`src/rtl/hre_pkg.sv`:
```
// hre_pkg: shared constants, types and the digit helper for the hex record encoder
// used by the encoder, its emitter, the checker and the testbench; depends on nothing else
package hre_pkg;

  // buffer sizing
  localparam int MAX_BYTES = 16;
  localparam int IDX_W     = (MAX_BYTES > 1) ? $clog2(MAX_BYTES) : 1;
  localparam int CNT_W     = $clog2(MAX_BYTES + 1);
  localparam int ADDR_W    = 16;
  localparam int BYTE_W    = 8;

  // character and field codes
  localparam logic [BYTE_W-1:0] CH_COLON       = 8'h3A;
  localparam logic [BYTE_W-1:0] CH_LF          = 8'd10;
  localparam logic [BYTE_W-1:0] CH_DIGIT_BASE  = 8'd48;
  localparam logic [BYTE_W-1:0] CH_LETTER_BASE = 8'd55;
  localparam logic [BYTE_W-1:0] REC_TYPE_DATA  = 8'h00;
  localparam logic [3:0]        NIB_MAX_DIGIT  = 4'd9;

  // emitter sequence, one state per record field
  typedef enum logic [3:0] {
    EM_IDLE,
    EM_COLON,
    EM_COUNT,
    EM_ADDR_HI,
    EM_ADDR_LO,
    EM_TYPE,
    EM_DATA,
    EM_CHECK,
    EM_LF
  } em_state_e;

  // record handed from the collector to the emitter
  typedef struct packed {
    logic              start;
    logic [CNT_W-1:0]  count;
    logic [ADDR_W-1:0] address;
    logic [BYTE_W-1:0] check;
  } hre_rec_t;

  // uppercase ascii digit for one nibble
  function automatic logic [BYTE_W-1:0] hex_char(input logic [3:0] nib);
    logic [BYTE_W-1:0] wide;
    wide = {{(BYTE_W-4){1'b0}}, nib};
    if (nib <= NIB_MAX_DIGIT) begin
      return CH_DIGIT_BASE + wide;
    end else begin
      return CH_LETTER_BASE + wide;
    end
  endfunction

endpackage

```
`src/rtl/hre_ram.sv`:
```
// hre_ram: generic single write port, single read port memory
// read data registered; no dependencies
module hre_ram #(
  parameter int DEPTH = 16,
  parameter int WIDTH = 8,
  localparam int AW   = (DEPTH > 1) ? $clog2(DEPTH) : 1
) (
  input  logic             clk_i,
  input  logic             we_i,
  input  logic [AW-1:0]    waddr_i,
  input  logic [WIDTH-1:0] wdata_i,
  input  logic [AW-1:0]    raddr_i,
  output logic [WIDTH-1:0] rdata_o
);

  logic [WIDTH-1:0] mem_q [DEPTH];
  logic [WIDTH-1:0] rdata_q;

  // write port
  always_ff @(posedge clk_i) begin
    if (we_i) begin
      mem_q[waddr_i] <= wdata_i;
    end
  end

  // registered read port
  always_ff @(posedge clk_i) begin
    rdata_q <= mem_q[raddr_i];
  end

  assign rdata_o = rdata_q;

endmodule

```
`src/rtl/hre_emitter.sv`:
```
// hre_emitter: walks one record field by field and drives the character output register
// depends on hre_pkg; reads buffered bytes from the record memory
module hre_emitter
  import hre_pkg::*;
(
  input  logic              clk_i,
  input  logic              rst_ni,
  input  hre_rec_t          rec_i,
  output logic              busy_o,
  output logic [IDX_W-1:0]  rd_addr_o,
  input  logic [BYTE_W-1:0] rd_data_i,
  output logic              out_valid_o,
  input  logic              out_ready_i,
  output logic [BYTE_W-1:0] out_char_o,
  output logic              record_done_o
);

  em_state_e         state_q, state_d;
  logic              lo_q, lo_d;
  logic [IDX_W-1:0]  idx_q, idx_d;
  logic [CNT_W-1:0]  count_q;
  logic [ADDR_W-1:0] address_q;
  logic [BYTE_W-1:0] check_q;
  logic              valid_q;
  logic [BYTE_W-1:0] char_q;
  logic              done_q;
  logic              adv;
  logic              last_byte;
  logic [BYTE_W-1:0] cur_byte;
  logic [3:0]        cur_nib;
  logic [BYTE_W-1:0] char_d;
  logic              done_d;

  // record fields latched at start
  always_ff @(posedge clk_i) begin
    if (rec_i.start) begin
      count_q   <= rec_i.count;
      address_q <= rec_i.address;
      check_q   <= rec_i.check;
    end
  end

  // state, nibble and index registers
  always_ff @(posedge clk_i or negedge rst_ni) begin
    if (!rst_ni) begin
      state_q <= EM_IDLE;
      lo_q    <= 1'b0;
      idx_q   <= '0;
    end else begin
      state_q <= state_d;
      lo_q    <= lo_d;
      idx_q   <= idx_d;
    end
  end

  assign adv       = (state_q != EM_IDLE) && (!valid_q || out_ready_i);
  assign last_byte = ((CNT_W'(idx_q) + CNT_W'(1)) == count_q);

  // byte and character for the current position
  always_comb begin
    case (state_q)
      EM_COUNT:   cur_byte = BYTE_W'(count_q);
      EM_ADDR_HI: cur_byte = address_q[ADDR_W-1:BYTE_W];
      EM_ADDR_LO: cur_byte = address_q[BYTE_W-1:0];
      EM_TYPE:    cur_byte = REC_TYPE_DATA;
      EM_DATA:    cur_byte = rd_data_i;
      EM_CHECK:   cur_byte = check_q;
      default:    cur_byte = '0;
    endcase
    cur_nib = lo_q ? cur_byte[3:0] : cur_byte[7:4];
    done_d  = 1'b0;
    case (state_q)
      EM_COLON: char_d = CH_COLON;
      EM_LF: begin
        char_d = CH_LF;
        done_d = 1'b1;
      end
      default:  char_d = hex_char(cur_nib);
    endcase
  end

  // next position in the record
  always_comb begin
    state_d = state_q;
    lo_d    = lo_q;
    idx_d   = idx_q;
    if (state_q == EM_IDLE) begin
      if (rec_i.start) begin
        state_d = EM_COLON;
        lo_d    = 1'b0;
        idx_d   = '0;
      end
    end else if (adv) begin
      case (state_q)
        EM_COLON: state_d = EM_COUNT;
        EM_LF: begin
          state_d = EM_IDLE;
          idx_d   = '0;
        end
        default: begin
          lo_d = !lo_q;
          if (lo_q) begin
            case (state_q)
              EM_COUNT:   state_d = EM_ADDR_HI;
              EM_ADDR_HI: state_d = EM_ADDR_LO;
              EM_ADDR_LO: state_d = EM_TYPE;
              EM_TYPE:    state_d = EM_DATA;
              EM_DATA: begin
                idx_d = idx_q + IDX_W'(1);
                if (last_byte) begin
                  state_d = EM_CHECK;
                end
              end
              EM_CHECK:   state_d = EM_LF;
              default:    state_d = EM_IDLE;
            endcase
          end
        end
      endcase
    end
  end

  // output register, refilled whenever it is empty or being taken
  always_ff @(posedge clk_i or negedge rst_ni) begin
    if (!rst_ni) begin
      valid_q <= 1'b0;
    end else if (adv) begin
      valid_q <= 1'b1;
    end else if (out_ready_i) begin
      valid_q <= 1'b0;
    end
  end

  always_ff @(posedge clk_i) begin
    if (adv) begin
      char_q <= char_d;
      done_q <= done_d;
    end
  end

  // read address follows the next index, so the registered read returns the byte for the current index
  assign rd_addr_o     = idx_d;
  assign busy_o        = (state_q != EM_IDLE);
  assign out_valid_o   = valid_q;
  assign out_char_o    = char_q;
  assign record_done_o = done_q;

endmodule

```
`src/rtl/hex_record_encoder.sv`:
```
// hex_record_encoder: gathers data bytes and emits type 00 hex records as ascii text
// takes one byte a cycle while collecting; a closing transfer starts the emitter, which then
// loads the colon into its output register; a record of n bytes streams out 12 + 2n characters
// at one per cycle while the receiver is ready, limited by that register; input is held off
// while the emitter is busy; once released, the last line feed may still wait in the register
// reset clears count, address and sum; the byte memory is not cleared
module hex_record_encoder
  import hre_pkg::*;
(
  input  logic              clk_i,
  input  logic              rst_ni,
  input  logic              in_valid_i,
  output logic              in_ready_o,
  input  logic [ADDR_W-1:0] record_address_i,
  input  logic [BYTE_W-1:0] data_byte_i,
  input  logic              end_of_record_i,
  output logic              out_valid_o,
  input  logic              out_ready_i,
  output logic [BYTE_W-1:0] out_char_o,
  output logic              record_done_o
);

  logic [CNT_W-1:0]  byte_count_q, byte_count_d;
  logic [ADDR_W-1:0] held_address_q, held_address_d;
  logic [BYTE_W-1:0] running_sum_q, running_sum_d;
  logic              in_xfer;
  logic              first;
  logic [CNT_W-1:0]  count_next;
  logic              close_rec;
  logic [BYTE_W-1:0] sum_base;
  logic [BYTE_W-1:0] sum_new;
  logic              em_busy;
  logic [IDX_W-1:0]  rd_addr;
  logic [BYTE_W-1:0] rd_data;
  hre_rec_t          rec;

  assign in_ready_o = !em_busy;
  assign in_xfer    = in_valid_i && in_ready_o;
  assign first      = (byte_count_q == '0);
  assign count_next = byte_count_q + CNT_W'(1);
  assign close_rec  = end_of_record_i || (count_next == CNT_W'(MAX_BYTES));

  // running sum of address and data bytes
  always_comb begin
    sum_base = first ? (record_address_i[ADDR_W-1:BYTE_W] + record_address_i[BYTE_W-1:0])
                     : running_sum_q;
    sum_new  = sum_base + data_byte_i;
  end

  // collector state update on an input transfer
  always_comb begin
    byte_count_d   = byte_count_q;
    held_address_d = held_address_q;
    running_sum_d  = running_sum_q;
    rec.start      = 1'b0;
    rec.count      = count_next;
    rec.address    = first ? record_address_i : held_address_q;
    rec.check      = BYTE_W'(0) - (sum_new + BYTE_W'(count_next));
    if (in_xfer) begin
      if (first) begin
        held_address_d = record_address_i;
      end
      if (close_rec) begin
        byte_count_d  = '0;
        running_sum_d = '0;
        rec.start     = 1'b1;
      end else begin
        byte_count_d  = count_next;
        running_sum_d = sum_new;
      end
    end
  end

  always_ff @(posedge clk_i or negedge rst_ni) begin
    if (!rst_ni) begin
      byte_count_q   <= '0;
      held_address_q <= '0;
      running_sum_q  <= '0;
    end else begin
      byte_count_q   <= byte_count_d;
      held_address_q <= held_address_d;
      running_sum_q  <= running_sum_d;
    end
  end

  // record byte memory
  hre_ram #(
    .DEPTH (MAX_BYTES),
    .WIDTH (BYTE_W)
  ) u_ram (
    .clk_i   (clk_i),
    .we_i    (in_xfer),
    .waddr_i (byte_count_q[IDX_W-1:0]),
    .wdata_i (data_byte_i),
    .raddr_i (rd_addr),
    .rdata_o (rd_data)
  );

  // character sequencer and output register
  hre_emitter u_emitter (
    .clk_i         (clk_i),
    .rst_ni        (rst_ni),
    .rec_i         (rec),
    .busy_o        (em_busy),
    .rd_addr_o     (rd_addr),
    .rd_data_i     (rd_data),
    .out_valid_o   (out_valid_o),
    .out_ready_i   (out_ready_i),
    .out_char_o    (out_char_o),
    .record_done_o (record_done_o)
  );

`ifndef SYNTHESIS
  // a transfer with the end flag must hold off the input as the record starts to stream out
  assert property (@(posedge clk_i) disable iff (!rst_ni)
    in_valid_i && in_ready_o && end_of_record_i |=> !in_ready_o)
    else $error("input not held off after record close");

  // the done flag marks the line feed only
  assert property (@(posedge clk_i) disable iff (!rst_ni)
    out_valid_o && record_done_o |-> out_char_o == CH_LF)
    else $error("record done on a character other than line feed");

  // buffered count never reaches the buffer size
  assert property (@(posedge clk_i) disable iff (!rst_ni)
    byte_count_q < CNT_W'(MAX_BYTES))
    else $error("byte count overflow");
`endif

endmodule

```
`config.mk`:
```
export PLATFORM = sky130hd
export DESIGN_NAME = hex_record_encoder
export DESIGN_NICKNAME = d
export VERILOG_FILES = /design/src/rtl/hre_pkg.sv /design/src/rtl/hre_ram.sv /design/src/rtl/hre_emitter.sv /design/src/rtl/hex_record_encoder.sv
export SDC_FILE = /design/constraint.sdc
export NUM_CORES = 1
export LEC_CHECK = 0
export BUFFER_PORTS_ARGS = -buffer_cell sky130_fd_sc_hd__buf_2
export CAP_MARGIN = 20
export CELL_PAD_IN_SITES_DETAIL_PLACEMENT = 0
export CELL_PAD_IN_SITES_GLOBAL_PLACEMENT = 1
export CORE_MARGIN = 2
export CORE_UTILIZATION = 48
export CTS_BUF_LIST = sky130_fd_sc_hd__clkbuf_8
export DETAILED_ROUTE_END_ITERATION = 8
export HOLD_SLACK_MARGIN = 0.06
export PLACE_DENSITY = 0.76
export SLEW_MARGIN = 20
export SYNTH_ARGS = -nofsm -noshare
export SYNTH_HDL_FRONTEND = slang
export SYNTH_SLANG_ARGS = --single-unit
export TNS_END_PERCENT = 1
```
`constraint.sdc`:
```
create_clock -name clk_i -period 4.9 [get_ports clk_i]
set_clock_uncertainty 0.15 [all_clocks]
set_input_delay 0.735 -clock clk_i [delete_from_list [all_inputs] [get_ports clk_i]]
set_output_delay 0.735 -clock clk_i [all_outputs]
set_load 0.02 [all_outputs]
```
# After elaboration in Yosys (flattened, before gate mapping)
# Memories as Yosys holds them, arrays and structs flattened. A register that Yosys moved wholly into a read port is not among the register bits.
# Index checks and enable logic that the tools add are counted.
[totals] memories=1 ram_bits=128 wordCells=84 regBits=77 out_inout_bits=11
[classes] add_sub_neg=9 n_eq_ne=13 n_mux=32 reduce_logical=16 n_lt_le_gt_ge=1
[mem_list] memory="u_ram.mem_q" words=16 word_bits=8 rd=1 rd_ports_with_merged_regs=1 wr=1 line_no="hre_ram.sv:16" rtl="logic [WIDTH-1:0] mem_q [DEPTH];"
[op_table] operator="2-to-1 mux 4 bit" count=11
[op_table] operator="one-hot mux 8 bit (5 select lines)" count=1
[op_table] operator="2-to-1 mux 8 bit" count=3
[op_table] operator="one-hot mux 4 bit (6 select lines)" count=1
[op_table] operator="adder 8 bit" count=2
[op_table] operator="equality test 4 x 3 -> 1 bit (second input constant)" count=4
[op_table] operator="2-to-1 mux 16 bit" count=1
[op_table] operator="one-hot mux 4 bit (2 select lines)" count=2
[op_table] operator="one-hot mux 8 bit (2 select lines)" count=1
[op_table] operator="adder 6 x 4 -> 7 bit (first input constant)" count=2
[op_table] operator="2-to-1 mux 1 bit" count=11
[op_table] operator="adder 8 x 5 -> 8 bit" count=1
[op_table] operator="equality test 4 x 2 -> 1 bit (second input constant)" count=2
[op_table] operator="nonzero test 4 bit" count=2
[op_table] operator="subtractor 1 x 8 -> 8 bit (first input constant)" count=1
[op_table] operator="adder 4 x 1 -> 5 bit (second input constant)" count=1
[op_table] operator="adder 5 x 1 -> 5 bit (second input constant)" count=1
[op_table] operator="equality test 5 bit" count=1
[op_table] operator="equality test 5 bit (second input constant)" count=1
[op_table] operator="logical NOT 5 bit" count=1
[op_table] operator="2-to-1 mux 5 bit" count=1
[op_table] operator="!= test 5 x 3 -> 1 bit (second input constant)" count=1
[op_table] operator="adder 4 x 1 -> 4 bit (second input constant)" count=1
[op_table] operator="equality test 4 x 1 -> 1 bit (second input constant)" count=1
[op_table] operator="12 further kinds" count=17

# Longest topological paths before layout
[logic_depth] ltp_word=8 depth_mapped=21 mapped_depth_nobuf=19

# Modules after synthesis
# From an unflattened synthesis, not the netlist that was laid out.
[unflattened] cells_unflattened=716 area_unflattened_um2=9892.0
[by_module_without_submodules] mod="hre_ram" cells_each=229 area_each_um2=5147.4 seq_area_each_um2=4003.8 instances=1
[by_module_without_submodules] mod="hex_record_encoder" cells_each=295 area_each_um2=2389.8 seq_area_each_um2=725.7 instances=1
[by_module_without_submodules] mod="hre_emitter" cells_each=192 area_each_um2=2354.8 seq_area_each_um2=1361.3 instances=1

# Worst setup path after synthesis
# No wires, ideal clock.
[synth_timing] path_type="reg-to-reg" startpoint="reg byte_count_q[0]" endpoint="reg u_emitter.check_q[7], data pin" path_buffers=2 synth_period_minus_slack_ns=4.771 stages_incl_launch_ff=21 t_required_ns=4.488 slack_ns=0.129 setup_ns=0.262 arrival_ns=4.359 path_cell_list="dfrtp_1 > inv_1 > ha_1 > or4b_2 > clkbuf_1 > clkbuf_1 > nand2_1 > nand2_1 > ha_1 > fa_1 > a21o_1 > a21oi_1 > xor2_1 > ha_1 > ha_1 > o21a_1 > or3_1 > nor2b_1 > mux2i_1 > xnor2_1 > xnor2_1"
[synth_lines] element="start, declared" line_no="hex_record_encoder.sv:23" rtl="logic [CNT_W-1:0] byte_count_q, byte_count_d;"
[synth_lines] element="start signal, assigned" line_no="hex_record_encoder.sv:80" rtl="byte_count_q <= byte_count_d;"
[synth_lines] element="end signal, assigned" line_no="hre_emitter.sv:39" rtl="check_q <= rec_i.check;"
[synth_lines] element="end, declared" line_no="hre_emitter.sv:23" rtl="logic [BYTE_W-1:0] check_q;"

==> results.ini <==
[worst_setup_path]
crit_family = adder cells
r2r_end = u_emitter.check_q[7]
worstPathMaxFanout = 25
required_ps = 5020
critPathBufInv = 2
crit_type = reg -> reg
slowest_stage = or4b_4
cp-start-kind = flip-flop
cp_common_cell = ha_1
r2r_cells = 18
endpoint_kind = flip-flop
arrival_ps = 4770
r2r_start = byte_count_q[1]
max_stage_delay_ps = 510
path_cells = inv_1 -> ha_1 -> or4b_4 -> buf_6 -> nand2_1 -> o21ai_0 -> ha_1 -> a21o_1 -> a21oi_1 -> xor2_1 -> ha_1 -> ha_1 -> o21a_1 -> or3_1 -> nor2b_1 -> mux2i_1 -> xnor2_1 -> xnor2_1
r2r_slack_ps = 250
cp-startpoint = byte_count_q[1]

[synth]
synth-seq-cells = 212
yosysMostFrequentCell = edfxtp_1
syn_area_mm2 = 0.0102
synth_mux_area_share_pct = 5.20
synthAdderAreaFrac_pct = 4.40
ys_warn_count = 0
synthTopCellsByArea = edfxtp_1 49%, dfrtp_1 9.6%, ha_1 3.8%
synth_simple_gate_area_share_pct = 11.5
synth_top_area_share_pct = 48.6
yosys.area_share.xor_xnor_pct = 2.15
yosysTopAreaCell = edfxtp_1
async_reset_ff_share_pct = 18.4
synth_top_family_by_area = compound AO/OA/AOI/OAI gates
synth_edf_count = 165
netlist_top_cells_count = 165 x edfxtp_1, 98 x nand2_1, 47 x nor2_1, 44 x o21ai_0, 39 x dfrtp_1
syn_avg_cell_area_um2 = 12.3
synthCells = 829
synth_compound_area_share_pct = 14.1
syn_nets = 892
synth_seq_area_share_pct = 59.8
synth_cell_types = 79
synth_top_flop_cell = edfxtp_1

[place]
port_buffers = 38
gp_congestion = 0.909
place_hpwl_um = 16700
pre_cts_ws_ps = 64.3

[timing]
period_minus_slack_ps = 4650
worst_slack_ps = 250
rsz0062_at_grt = no
setup_viol = 0
setup_tns_ps = 0
maxSlewViolCount = 0
min_period_over_period_pct = 94.9
hold_viol = 0
fmax_ghz = 0.215
worstMarginPinSlew_ps = 994
maxSlewHeadroom_pct = 33.7

[power_and_ir_drop]
comb_power_share_pct = 46.7
switching_share_pct = 39.6
powerDensity_mw_per_mm2 = 636
p_switching_mw = 2.87
leakage_nw = 4.40
p_int_mw = 4.37
power_frac_seq_pct = 34.0
pwr-share-clk_pct = 19.3
power.total_mw = 7.23
peakVddDrop_uv = 305

[global_route]
track_usage_pct = 22.3
first_global_vias = 6904
grt_max_degree = 42
grt_pass1_wl_um = 38100
grt-ovfl-total = 0
antenna_found_initial = 0

[clock_tree]
cts_tree = yes
clk_pin_slew_ps = 60
cts_max_level = 2
clkLatencyLatePin_ps = 530
postCtsHoldBufs = 0
cts_buffers = 36
clock_path_buffers = 3
cts_root_buffer = clkbuf_8
clock_sinks = 212

[drt]
wirelength_um = 24300
via_per_inst = 5.80
vias = 6880
drc = 0
antenna_left = 0
dr.pass1.iters = 5
drtIter0Drc = 664
routedWlPerCell_um = 20.5

[finish]
nets = 948
nFillCells = 1821
finish.utilization_pct = 54.3
antenna_cells = 0
area_growth_pct = 11.7
drive_above_1_share_pct = 15.1

[outcome]
run_status = finished, final reports clean

[floorplanning]
coreArea_mm2 = 0.0210
die_w_um = 150
rows = 53
initial_core_util_pct = 48.6
io_pins = 40
die-area_mm2 = 0.0224
die_h_um = 150

[flow_run]
maxCapViolations = 0

[hold_path]
hold_class = in -> async

## routing by layer
metal / vias to the layer above / part of all wire (%) / global-route usage (%)
met5: - / 0 / 0
met4: 0 / 2.1 / 6.89
met3: 43 / 5.4 / 3.75
met2: 211 / 47 / 35.8
met1: 3391 / 45 / 31.5
li1: 3235 / - / -
## kinds of logic (layout without fill, tap and decap cells)
logic type,Yosys count,in the layout
AOI/OAI and AO/OA,201,201
other,1,1
muxes,48,48
and+or+nand+nor,242,242
xor gates and xnor gates,25,25
DFF,212,212
adders and majority gates,34,34
buffers and inverters,66,148
## flip-flops by register name (all words and copies together) (netlist names), 4 cells and up
register and count:
byte_count_q 5, u_emitter.check_q 8, u_emitter.state_q 4, u_ram.rdata_o 8, running_sum_q 8, u_ram.mem_q 128, u_emitter.count_q 5, u_emitter.out_char_o 7
u_emitter.idx_q 4, held_address_q 16, u_emitter.address_q 16
## per-stage QoR
| step | instances | hold WS, ps | cell area, um^2 |
|---|---|---|---|
| 5_1_grt | 1186 | 260 | 11400 |
| 3_5_place_dp | 1121 | 328 | 10700 |
| 6_report | 1186 | 217 | 11400 |
| 2_1_floorplan | 829 | 289 | 10200 |
| 4_1_cts | 1185 | 235 | 11300 |
| 3_3_place_gp | 1121 | 326 | 10700 |
## how the worst max path moves through the flow
stage	endpoint	slack, ps	cells after the start
2_1_floorplan	u_emitter.check_q[7]	130	20
3_3_place_gp	u_emitter.check_q[7]	230	18
3_5_place_dp	u_emitter.check_q[7]	60	18
4_1_cts	u_emitter.check_q[7]	40	18
5_1_grt	u_emitter.check_q[7]	50	18
6_report	u_emitter.check_q[7]	250	18
## cell usage in the layout (no fill, tap or decap), drive strengths merged, types with 9 or more instances in the layout
cell	n
and3	10
a21o	17
clkinv	11
a21boi	9
a21oi	25
a32oi	9
ha	31
mux2i	36
nand3	35
clkbuf	38
edfxtp	165
dfrtp	39
o31ai	9
nor2	47
o21ai	46
nand2	100
xnor2	17
a31oi	19
o211ai	18
mux2	9
inv	38
buf	61
## worst reg2reg max path, delay by kind of cell (launching register included)
family                   cells  cell delay, ps
AO/OA/AOI/OAI                4             590
XOR/XNOR                     3             560
adder cells (fa/ha/maj)      4            1190
buffers and inverters        2             320
flip-flops                   1             430
multiplexers                 1             100
AND/OR/NAND/NOR              4            1050
## area by class of cell
cell class | instances | area [um^2] | share of cell area, %
well taps | 275 | 344 | 3.02
flip-flops and latches | 212 | 6090 | 53.5
multi-input cells | 551 | 3840 | 33.7
clock inverters | 26 | 109 | 0.957
repair buffers | 61 | 387 | 3.40
inverters | 23 | 86.3 | 0.759
clock buffers | 38 | 523 | 4.60
## power groups by stage
| stage | sequential (mW) | combinational, mW | clock, mW |
|---|---|---|---|
| 2_1_floorplan | 2.46 | 2.44 | 0 |
| 3_3_place_gp | 2.48 | 3.23 | 0 |
| 3_5_place_dp | 2.49 | 3.30 | 0 |
| 4_1_cts | 2.46 | 3.32 | 1.44 |
| 5_1_grt | 2.49 | 3.73 | 1.52 |
| 6_report | 2.46 | 3.38 | 1.40 |
## what timing repair did
item	in CTS	in global routing
endpoints found under the setup margin	0	1
buffers inserted	0	0
resized for setup	0	3
(Power assumes the default switching activity.)
